--- src/hw/rtl/sdq_pkg.sv ---
package sdq_pkg;

    localparam int MAX_ENTRIES = 8;
    localparam int IDX_W       = (MAX_ENTRIES > 1) ? $clog2(MAX_ENTRIES) : 1;
    localparam int CNT_W       = $clog2(MAX_ENTRIES + 1);

    localparam logic [31:0] UPS_RESET = 32'd1000000;

    typedef logic [IDX_W-1:0] t_idx;
    typedef logic [CNT_W-1:0] t_cnt;

    typedef enum logic [2:0] {
        STS_QUEUED   = 3'd0,
        STS_REJ_NEG  = 3'd1,
        STS_REJ_FULL = 3'd2,
        STS_WOKEN    = 3'd3,
        STS_NONE     = 3'd4
    } t_status;

    typedef enum logic [2:0] {
        S_IDLE,
        S_MUL,
        S_ADD,
        S_IN_RD,
        S_IN_CMP,
        S_TK_RD,
        S_TK_CMP,
        S_EMIT
    } t_state;

    localparam logic OP_DELAY = 1'b0;
    localparam logic OP_TICK  = 1'b1;

    // circular index stepping
    function automatic t_idx sdq_next(input t_idx p);
        t_idx r;
        if (p == t_idx'(MAX_ENTRIES - 1)) begin
            r = '0;
        end else begin
            r = p + t_idx'(1);
        end
        return r;
    endfunction

    function automatic t_idx sdq_prev(input t_idx p);
        t_idx r;
        if (p == '0) begin
            r = t_idx'(MAX_ENTRIES - 1);
        end else begin
            r = p - t_idx'(1);
        end
        return r;
    endfunction

endpackage

--- src/hw/rtl/sdq_channels.sv ---
interface sdq_in_if;
    logic               valid;
    logic               ready;
    logic               op;
    logic [7:0]         tag;
    logic signed [31:0] secs;
    logic [31:0]        now;

    modport source(output valid, op, tag, secs, now, input ready);
    modport sink(input valid, op, tag, secs, now, output ready);
endinterface

interface sdq_out_if;
    logic       valid;
    logic       ready;
    logic [2:0] status;
    logic [7:0] woken_tag;
    logic       last;

    modport source(output valid, status, woken_tag, last, input ready);
    modport sink(input valid, status, woken_tag, last, output ready);
endinterface

interface sdq_cfg_if;
    logic        valid;
    logic        ready;
    logic [31:0] data;

    modport source(output valid, data, input ready);
    modport sink(input valid, data, output ready);
endinterface

--- src/hw/rtl/sorted_delay_queue.sv ---
// Sorted delay queue. Holds up to MAX_ENTRIES (tag, wake time) entries in
// wake-time order in a small circular buffer. A delay beat (op = 0) computes
// wake = now + secs * units_per_second (mod 2^32) and inserts it behind all
// entries with an equal or earlier wake time; it returns one result beat:
// queued, rejected negative (checked first) or rejected full. A tick beat
// (op = 1) pops from the head every entry whose wake time is <= now (plain
// unsigned compare), one woken beat per entry with last on the final one, or
// one "none" beat if nothing expired. The block takes one beat at a time:
// i_req.ready is high only while idle. A single 32-bit compare unit walks the
// one-port entry memory one entry at a time: an accepted delay passes the
// later-waking entries and stops behind an earlier one or at the head; a
// tick pops expired entries and stops on an unexpired one or when the queue
// is empty; a rejected delay does no walk. Output stalls hold the block busy.
// The result beat sits in an output register. units_per_second resets to
// 1000000 and is written through i_cfg, which is always ready; write it only
// while the block is idle.
module sorted_delay_queue (
    input  logic      i_clk,
    input  logic      i_rst_n,
    sdq_in_if.sink    i_req,
    sdq_out_if.source o_res,
    sdq_cfg_if.sink   i_cfg
);
    import sdq_pkg::*;

    // control state
    t_state r_state, n_state;
    t_idx   r_head, n_head;      // physical slot of logical entry 0
    t_idx   r_tail, n_tail;      // first free slot
    t_cnt   r_cnt, n_cnt;        // stored entries
    logic   r_pend, n_pend;      // an expired entry waits to be reported
    logic   r_ov;                // output register full
    logic [31:0] r_ups;          // units_per_second

    // work registers
    logic [31:0] r_key, n_key;   // now on ticks, wake time on delays
    logic [31:0] r_acc, n_acc;   // secs * units_per_second
    logic [31:0] r_secs;
    logic [7:0]  r_tag;
    logic [7:0]  r_ptag, n_ptag; // tag of the pending expired entry
    t_idx        r_wp, n_wp;     // insertion write slot while walking
    t_cnt        r_left, n_left; // entries still ahead of the walk
    t_status     r_sts, n_sts;   // final beat status
    logic [7:0]  r_etag, n_etag; // final beat tag

    // output register
    t_status     r_osts;
    logic [7:0]  r_otag;
    logic        r_olast;

    // entry memory, registered read
    logic [31:0] r_mem_wake [MAX_ENTRIES];
    logic [7:0]  r_mem_tag  [MAX_ENTRIES];
    logic [31:0] r_rd_wake;
    logic [7:0]  r_rd_tag;

    logic        rd_en, wr_en;
    t_idx        rd_addr, wr_addr;
    logic [31:0] wr_wake;
    logic [7:0]  wr_tag;

    // beat into the output register
    logic    emit, can_emit;
    t_status e_sts;
    logic [7:0] e_tag;
    logic    e_last;

    logic        accept;
    logic [31:0] prod;       // low word of secs * units_per_second
    logic        cmp_le;     // the shared compare unit

    assign i_req.ready = (r_state == S_IDLE);
    assign accept      = i_req.valid && i_req.ready;
    assign i_cfg.ready = 1'b1;

    assign o_res.valid     = r_ov;
    assign o_res.status    = r_osts;
    assign o_res.woken_tag = r_otag;
    assign o_res.last      = r_olast;

    assign can_emit = !r_ov || o_res.ready;
    assign prod     = r_secs * r_ups;
    assign cmp_le   = (r_rd_wake <= r_key);

    always_ff @(posedge i_clk) begin
        if (!i_rst_n) begin
            r_state <= S_IDLE;
            r_head  <= '0;
            r_tail  <= '0;
            r_cnt   <= '0;
            r_pend  <= 1'b0;
            r_ov    <= 1'b0;
            r_ups   <= UPS_RESET;
        end else begin
            r_state <= n_state;
            r_head  <= n_head;
            r_tail  <= n_tail;
            r_cnt   <= n_cnt;
            r_pend  <= n_pend;
            if (emit) begin
                r_ov <= 1'b1;
            end else if (o_res.ready) begin
                r_ov <= 1'b0;
            end
            if (i_cfg.valid) begin
                r_ups <= i_cfg.data;
            end
        end
    end

    always_ff @(posedge i_clk) begin
        r_key  <= n_key;
        r_acc  <= n_acc;
        r_ptag <= n_ptag;
        r_wp   <= n_wp;
        r_left <= n_left;
        r_sts  <= n_sts;
        r_etag <= n_etag;
        if (accept) begin
            r_secs <= i_req.secs;
            r_tag  <= i_req.tag;
        end
        if (emit) begin
            r_osts  <= e_sts;
            r_otag  <= e_tag;
            r_olast <= e_last;
        end
    end

    always_ff @(posedge i_clk) begin
        if (wr_en) begin
            r_mem_wake[wr_addr] <= wr_wake;
            r_mem_tag[wr_addr]  <= wr_tag;
        end
        if (rd_en) begin
            r_rd_wake <= r_mem_wake[rd_addr];
            r_rd_tag  <= r_mem_tag[rd_addr];
        end
    end

    always_comb begin
        n_state = r_state;
        n_head  = r_head;
        n_tail  = r_tail;
        n_cnt   = r_cnt;
        n_pend  = r_pend;
        n_key   = r_key;
        n_acc   = r_acc;
        n_ptag  = r_ptag;
        n_wp    = r_wp;
        n_left  = r_left;
        n_sts   = r_sts;
        n_etag  = r_etag;
        rd_en   = 1'b0;
        rd_addr = r_head;
        wr_en   = 1'b0;
        wr_addr = r_wp;
        wr_wake = r_key;
        wr_tag  = r_tag;
        emit    = 1'b0;
        e_sts   = r_sts;
        e_tag   = r_etag;
        e_last  = 1'b1;

        case (r_state)
            S_IDLE: begin
                if (accept) begin
                    n_key  = i_req.now;
                    n_etag = '0;
                    n_pend = 1'b0;
                    if (i_req.op == OP_TICK) begin
                        n_state = S_TK_RD;
                    end else if (i_req.secs[31]) begin
                        n_sts   = STS_REJ_NEG;
                        n_state = S_EMIT;
                    end else if (r_cnt == t_cnt'(MAX_ENTRIES)) begin
                        n_sts   = STS_REJ_FULL;
                        n_state = S_EMIT;
                    end else begin
                        n_state = S_MUL;
                    end
                end
            end

            S_MUL: begin
                n_acc   = prod;
                n_state = S_ADD;
            end

            S_ADD: begin
                n_key   = r_key + r_acc;
                n_wp    = r_tail;
                n_left  = r_cnt;
                n_state = S_IN_RD;
            end

            // walk from the tail toward the head, moving later entries up
            S_IN_RD: begin
                if (r_left == '0) begin
                    wr_en   = 1'b1;
                    n_tail  = sdq_next(r_tail);
                    n_cnt   = r_cnt + t_cnt'(1);
                    n_sts   = STS_QUEUED;
                    n_state = S_EMIT;
                end else begin
                    rd_en   = 1'b1;
                    rd_addr = sdq_prev(r_wp);
                    n_state = S_IN_CMP;
                end
            end

            S_IN_CMP: begin
                wr_en = 1'b1;
                if (cmp_le) begin
                    n_tail  = sdq_next(r_tail);
                    n_cnt   = r_cnt + t_cnt'(1);
                    n_sts   = STS_QUEUED;
                    n_state = S_EMIT;
                end else begin
                    wr_wake = r_rd_wake;
                    wr_tag  = r_rd_tag;
                    n_wp    = sdq_prev(r_wp);
                    n_left  = r_left - t_cnt'(1);
                    n_state = S_IN_RD;
                end
            end

            // pop from the head; one expired entry is held back so the
            // last flag is known when it leaves
            S_TK_RD: begin
                if (r_cnt == '0) begin
                    n_sts   = r_pend ? STS_WOKEN : STS_NONE;
                    n_etag  = r_pend ? r_ptag : 8'd0;
                    n_state = S_EMIT;
                end else begin
                    rd_en   = 1'b1;
                    rd_addr = r_head;
                    n_state = S_TK_CMP;
                end
            end

            S_TK_CMP: begin
                if (!cmp_le) begin
                    n_sts   = r_pend ? STS_WOKEN : STS_NONE;
                    n_etag  = r_pend ? r_ptag : 8'd0;
                    n_state = S_EMIT;
                end else if (!r_pend || can_emit) begin
                    emit    = r_pend;
                    e_sts   = STS_WOKEN;
                    e_tag   = r_ptag;
                    e_last  = 1'b0;
                    n_pend  = 1'b1;
                    n_ptag  = r_rd_tag;
                    n_head  = sdq_next(r_head);
                    n_cnt   = r_cnt - t_cnt'(1);
                    n_state = S_TK_RD;
                end
            end

            S_EMIT: begin
                if (can_emit) begin
                    emit    = 1'b1;
                    n_state = S_IDLE;
                end
            end

            default: begin
                n_state = S_IDLE;
            end
        endcase
    end

endmodule

--- src/flat_wrapper.sv ---
// flat-port wrapper written by rule: the top's interface ports become plain ports
module sorted_delay_queue_flat import sdq_pkg::*;
  (i_clk, i_rst_n, i_req_valid, i_req_op, i_req_tag, i_req_secs, i_req_now, i_req_ready, o_res_valid, o_res_status, o_res_woken_tag, o_res_last, o_res_ready, i_cfg_valid, i_cfg_data, i_cfg_ready);
  sdq_in_if i_req_i ();
  sdq_out_if o_res_i ();
  sdq_cfg_if i_cfg_i ();
  input  logic i_clk;
  input  logic i_rst_n;
  input wire logic [$bits(i_req_i.valid)-1:0] i_req_valid;
  input wire logic [$bits(i_req_i.op)-1:0] i_req_op;
  input wire logic [$bits(i_req_i.tag)-1:0] i_req_tag;
  input wire logic [$bits(i_req_i.secs)-1:0] i_req_secs;
  input wire logic [$bits(i_req_i.now)-1:0] i_req_now;
  output wire logic [$bits(i_req_i.ready)-1:0] i_req_ready;
  output wire logic [$bits(o_res_i.valid)-1:0] o_res_valid;
  output wire logic [$bits(o_res_i.status)-1:0] o_res_status;
  output wire logic [$bits(o_res_i.woken_tag)-1:0] o_res_woken_tag;
  output wire logic [$bits(o_res_i.last)-1:0] o_res_last;
  input wire logic [$bits(o_res_i.ready)-1:0] o_res_ready;
  input wire logic [$bits(i_cfg_i.valid)-1:0] i_cfg_valid;
  input wire logic [$bits(i_cfg_i.data)-1:0] i_cfg_data;
  output wire logic [$bits(i_cfg_i.ready)-1:0] i_cfg_ready;
  assign i_req_i.valid = i_req_valid;
  assign i_req_i.op = i_req_op;
  assign i_req_i.tag = i_req_tag;
  assign i_req_i.secs = i_req_secs;
  assign i_req_i.now = i_req_now;
  assign i_req_ready = i_req_i.ready;
  assign o_res_valid = o_res_i.valid;
  assign o_res_status = o_res_i.status;
  assign o_res_woken_tag = o_res_i.woken_tag;
  assign o_res_last = o_res_i.last;
  assign o_res_i.ready = o_res_ready;
  assign i_cfg_i.valid = i_cfg_valid;
  assign i_cfg_i.data = i_cfg_data;
  assign i_cfg_ready = i_cfg_i.ready;
  sorted_delay_queue u_core (.i_clk(i_clk), .i_rst_n(i_rst_n), .i_req(i_req_i), .o_res(o_res_i), .i_cfg(i_cfg_i));
endmodule
--- config.mk ---
export PLATFORM = sky130hd
export DESIGN_NAME = sorted_delay_queue_flat
export DESIGN_NICKNAME = d
export VERILOG_FILES = /design/src/hw/rtl/sdq_pkg.sv /design/src/hw/rtl/sdq_channels.sv /design/src/hw/rtl/sorted_delay_queue.sv /design/src/flat_wrapper.sv
export SDC_FILE = /design/constraint.sdc
export NUM_CORES = 2
export LEC_CHECK = 0
export BUFFER_PORTS_ARGS = -buffer_cell sky130_fd_sc_hd__buf_4
export CORE_ASPECT_RATIO = 1.1
export CORE_MARGIN = 2
export CORE_UTILIZATION = 49
export CTS_CLUSTER_SIZE = 12
export DETAILED_ROUTE_END_ITERATION = 10
export HOLD_SLACK_MARGIN = 0.08
export PLACE_DENSITY = 0.71
export SETUP_SLACK_MARGIN = 0.5
export SYNTH_ARGS = -nofsm -noshare
export SYNTH_HDL_FRONTEND = slang
export SYNTH_SLANG_ARGS = --single-unit
--- constraint.sdc ---
create_clock -name i_clk -period 12.47 [get_ports i_clk]
set_input_delay 1.247 -clock i_clk [delete_from_list [all_inputs] [get_ports i_clk]]
set_output_delay 1.247 -clock i_clk [all_outputs]
set_load 0.02 [all_outputs]
Yosys cells after proc, flatten, opt, wreduce, memory -nomap -nowiden
Memory sizes are Yosys's and may differ from the RTL's. A register that Yosys moved wholly into a read port is not among the register bits.
Cells that the tools add are included.
{"block": "totals", "reg_bits": 189, "ramBits": 320, "input_bits": 110, "output_inout_bits": 15, "elab_cells": 152, "n_memories": 2}
{"block": "op_classes", "addsub": 7, "mul": 1, "n_lt_le_gt_ge": 1, "n_eq_ne": 22, "mux": 73, "n_reduce_logical": 27}
{"name": "u_core.r_mem_wake", "words": 8, "word_bits": 32, "rd": 1, "rd_clocked_by_memory_dff": 1, "wr": 1, "line_no": "sorted_delay_queue.sv:52", "text": "logic [31:0] r_mem_wake [MAX_ENTRIES];"}
{"name": "u_core.r_mem_tag", "words": 8, "word_bits": 8, "rd": 1, "rd_clocked_by_memory_dff": 1, "wr": 1, "line_no": "sorted_delay_queue.sv:53", "text": "logic [7:0] r_mem_tag [MAX_ENTRIES];"}
{"operator": "$mux W32", "count": 3}
{"operator": "$mux W3", "count": 28}
{"operator": "$mux W8", "count": 9}
{"operator": "$pmux W32 S2", "count": 1}
{"operator": "$add A32 B32 Y32", "count": 1}
{"operator": "$le A32 B32 Y1", "count": 1}
{"operator": "$mul A32 B32 Y32", "count": 1}
{"operator": "$pmux W3 S8", "count": 1}
{"operator": "$pmux W8 S3", "count": 1}
{"operator": "$mux W4", "count": 5}
{"operator": "$eq A3 B3 Y1 const B", "count": 6}
{"operator": "$mux W1", "count": 15}
{"operator": "$pmux W3 S5", "count": 1}
{"operator": "$ne A2 B1 Y1 const B", "count": 6}
{"operator": "$pmux W3 S2", "count": 2}
{"operator": "$pmux W4 S3", "count": 1}
{"operator": "$reduce_bool A2 Y1", "count": 5}
{"operator": "$reduce_and A3 Y1", "count": 3}
{"operator": "$logic_not A4 Y1", "count": 2}
{"operator": "$ne A2 B2 Y1 const B", "count": 4}
{"operator": "$pmux W1 S2", "count": 4}
{"operator": "$pmux W4 S2", "count": 1}
{"operator": "$reduce_and A4 Y1", "count": 2}
{"operator": "$reduce_and A8 Y1", "count": 1}
{"operator": "other kinds (17)", "count": 27}

Longest topological paths before layout
{"block": "depth", "depth_word": 7, "mapped_depth": 27}

Least setup slack after synthesis
No wires, ideal clock.
{"block": "synth_timing", "path_type": "reg-to-reg", "startpoint": "register u_core.r_ups[5]", "endpoint": "register u_core.r_acc[30] (data pin)", "setup_ps": 257, "t_arrival_ps": 6699, "required_ps": 12213, "setup_slack_ps": 5514, "path_stages_with_launch": 26, "path_buffers": 2, "synth_period_minus_slack_ps": 6956, "cell_sequence": "dfxtp_1 -> clkbuf_1 -> clkbuf_1 -> and2_1 -> fa_1 -> fa_1 -> fa_1 -> inv_1 -> fa_1 -> inv_1 -> fa_1 -> inv_1 -> fa_1 -> inv_1 -> fa_1 -> fa_1 -> ha_1 -> a21o_1 -> a21o_1 -> a21oi_1 -> o21ai_0 -> a31o_2 -> o21a_1 -> o21a_1 -> o41a_1 -> xor2_1"}
{"block": "synth_between", "elab_chain_cells": 1}
{"item": "start: declaration", "line_no": "sorted_delay_queue.sv:33", "text": "logic [31:0] r_ups;"}
{"item": "start signal: assignment", "line_no": "sorted_delay_queue.sv:106", "text": "r_ups <= i_cfg.data;"}
{"item": "$mul A32 B32 Y32", "line_no": "sorted_delay_queue.sv:82", "text": "assign prod = r_secs * r_ups;"}
{"item": "via u_core.prod[30]", "line_no": "sorted_delay_queue.sv:69", "text": "logic [31:0] prod;"}
{"item": "end signal: assignment", "line_no": "sorted_delay_queue.sv:113", "text": "r_acc <= n_acc;"}
{"item": "end: declaration", "line_no": "sorted_delay_queue.sv:37", "text": "logic [31:0] r_acc, n_acc;"}
The timed path passes the listed nets, and every way through them passes these cells.
A chain may end at the register's enable or synchronous reset.

Worst setup path in the final report
{"block": "layout_timing", "startpoint": "register u_core.r_ups[6]", "endpoint": "register u_core.r_acc[30] (data pin)"}
Same word-level chain as after synthesis.

==> out/results.txt <==
Setup violations remaining at the end of the flow were counted as 0. The number of violations of the max-capacitance limit is 0, and the total global routing overflow is 0. Leaving out fill and tap cells, the most frequent cells in the layout are 695 x sky130_fd_sc_hd__nand2_1, 502 x sky130_fd_sc_hd__edfxtp_1, 441 x sky130_fd_sc_hd__inv_1. The critical-path cell with the highest stage delay is sky130_fd_sc_hd__dfxtp_1.

Post-cts repair resize count: 0. The run gives 0 ps as the final total negative setup slack. The class of the tightest hold or removal check is reg -> reg. Final net count: 4421. Setup repair after global routing left no endpoint under its margin. Across the whole layout, storage elements account for 0.0160 mm2. The area growth from synthesis to layout is 9.65%. The number of antenna violations at the first check in global routing was 0. For the number of global-route vias before repair, the log shows 27300. After detailed placement, the total cell area comes to 0.0413 mm2. The fraction of layout cells with a size suffix above 1 is 0.0842.

The maximum number of buffers from clock root to sink was 3; the count of port buffers added during placement was 123. The via count is 26400. For the worst-skew pair, the clock arrives at the later sink with an insertion delay of 640 ps.

The DRC violation count after routing came out at 0. The run gives 0.887 as the last weighted congestion value of the routability-driven placer. The cell type with the highest occurrence count on the critical path is sky130_fd_sc_hd__fa_1. The logs give 1901 for the starting DRC count in detailed routing and 4807 for the count of placed standard cells in the final layout, fillers left out. For the pin with the worst max-slew slack, the measured transition is 1250 ps. The number of distinct standard cells referenced by the synthesized netlist was 76; the count of buffering cells on the critical path with inverters included was 4. The root buffer cell chosen for the clock tree is sky130_fd_sc_hd__clkbuf_16. Buffers inserted to repair hold after CTS numbered 0.

The final wirelength came out at 96.8 mm. After floorplanning, the core was sized to cover 0.0799 mm2. Measured along the x axis, the die boundary spans 274 um.

The number of buffers inserted during clock tree synthesis came out at 58. The core utilization of the finished layout is 0.540. The setup check on the worst reg-to-reg path leaves a slack of 4730 ps. The post-synthesis net count is 4382. The worst endpoint required time was 12830 ps. Data on the critical path arrives at its endpoint at 8100 ps.

The tools report the number of antenna-violating nets in the routed design as 0. Dominant synthesized flop cell: sky130_fd_sc_hd__edfxtp_1. The tools report the count of buffers added by post-CTS timing repair for setup as 0. Pin placement for this block handled 125 I/O pins.

Among cell families on the critical path, the largest total delay comes from adder cells. The floorplan step defined a die boundary enclosing 0.0826 mm2. The setup path with the least slack is of type reg -> reg. The tools report the number of pins with negative max-slew slack in the final report as 0.

The run gives 0.168 as the relative slew slack. Synthesis inferred 549 register bits. The mean post-synth cell area came out at 10.7 um2. The per-cell routed wire length is 20.1 um.

The starting density of the core was 0.493. TritonCTS built the clock tree. For this run, the slowest stage of the critical path takes 1060 ps. For the number of synthesis warnings, the log shows 0. From bottom edge to top edge, the die measures 301 um.

For this run, the top clock speed supported by timing is 129 MHz. The logs give 109 for the number of cell rows and 65.7 mm for the post-detailed-placement half-perimeter wirelength. The first global-routing pass estimated 151 mm of wire. The run gives 0.0432 mm2 as the post-route standard cell area excluding fillers. The tree built by TritonCTS fans out to 549 sinks. The sequential share of the synthesized area came out at 0.407. Once placement completed, the tool counted placed cells totaling 4700. The filler cell count was 6810. Entering global routing, the biggest net connects 81 pins. The tools report the global router's overall resource usage as 0.237. The final critical delay including setup and external delays is 7740 ps, and the maximum fanout along the worst path is 27. The area of the multi-input gates is 0.0211 mm2. Summing every instance area after synthesis gives 0.0394 mm2.

The most frequent standard cell in the layout excluding fill and tap cells is sky130_fd_sc_hd__nand2_1. Clock skew on the completed layout was measured at 35.3 ps. The share of synthesized registers carrying an async set or reset was 0; the number of detailed-route iterations in the first pass was 5. Walking the worst path, the cells encountered are and2_1, fa_1, fa_1, fa_1, inv_1, fa_1, inv_1, fa_1, inv_1, fa_1, inv_1, fa_1, fa_1, ha_1, a21o_1, a21o_1, a21oi_1, o21ai_0, a31o_2, o21a_1, o21a_1, o41a_1, xor2_1.

The run finished with clean final reports. Synthesis produced 3667 cells. The number of levels in the clock H-tree came out at 2. Clock-pin slew was measured on the worst setup and hold paths at 70 ps. The final clock period utilization by the worst path is 0.621. In the routed layout, each cell is associated on average with a via count of 5.50.

The kind of end point of the critical path is a flip-flop. The worst setup path is launched from a flip-flop. The run gives 0 as the total count of hold-check failures in the final report. The number of flops mapped to enable cells by yosys was 502.
-- kinds of logic after synthesis --
kind of cell               count (synthesis)  share of synthesized area
AOI/OAI and AO/OA                        314                     0.0510
xor gates and xnor gates                 114                     0.0254
adders and majority gates                605                      0.271
buffers and inverters                    624                     0.0601
DFF                                      549                      0.407
muxes                                     89                     0.0242
other                                      1                  0.0000953
and+or+nand+nor                         1371                      0.162
-- cells in the mapped netlist, drive strengths merged, types with 21 or more instances --
master | instances | area (um2)
clkbuf | 157 | 589
a21oi | 71 | 355
xnor2 | 85 | 744
and2 | 296 | 1850
xor2 | 29 | 254
dfxtp | 47 | 941
buf | 23 | 110
fa | 410 | 8210
nand3 | 213 | 1080
nand2 | 695 | 2610
nor3 | 21 | 105
ha | 195 | 2440
inv | 443 | 1660
mux2 | 49 | 552
o21ai | 110 | 551
nor2 | 91 | 342
a21o | 33 | 248
edfxtp | 502 | 15100
mux2i | 40 | 400
-- flip-flops by register name, summed over array words and instances (netlist names) --
name	cells
u_core.r_head	3
u_core.r_key	32
u_core.o_res.valid	1
u_core.o_res.last	1
u_core.r_secs	32
u_core.r_cnt	4
u_core.o_res.woken_tag	8
u_core.r_rd_tag	8
u_core.r_state	3
u_core.r_tail	3
u_core.r_mem_wake	256
u_core.r_ptag	8
u_core.r_rd_wake	32
u_core.r_mem_tag	64
u_core.o_res.status	3
u_core.r_etag	8
u_core.r_acc	32
u_core.r_left	4
u_core.r_sts	3
u_core.r_wp	3
u_core.r_ups	32
u_core.r_tag	8
u_core.r_pend	1
-- worst paths after layout --
check,from,end,depth (start not counted)
worst max-delay path,u_core.r_ups[6],u_core.r_acc[30],23
worst min-delay path,u_core.r_rd_tag[4],u_core.r_ptag[4],0
worst max register to register,u_core.r_ups[6],u_core.r_acc[30],23
worst min register to register,u_core.r_rd_tag[4],u_core.r_ptag[4],0
-- metrics by stage --
step                      hold WS [ps]  setup slack (ps)
after floorplan                    419              5510
after global placement             430              4900
after detailed placement           435              4840
after CTS                          448              4770
after global routing               451              4450
final                              449              4730
-- layer usage --
metal | part of all wire | global-route usage | vias to the layer above | wire, um
li1 | - | - | 12000 | -
met1 | 0.41 | 0.303 | 13300 | 39300
met2 | 0.50 | 0.412 | 875 | 48200
met3 | 0.054 | 0.0293 | 225 | 5260
met4 | 0.042 | 0.0938 | 0 | 4090
met5 | 0 | 0 | - | 0
-- final cells by class --
class / instances / share of cell area
multi-input combinational: 2494 / 0.489
sequential: 549 / 0.371
inverter: 444 / 0.0386
clock buffer: 85 / 0.0379
tap: 1054 / 0.0306
timing repair buffer: 159 / 0.0277
clock inverter: 21 / 0.00536
antenna: 1 / 0.0000580
Power is not shown: default switching activity piles up to over one toggle a cycle in this logic, so the estimate is an artifact.
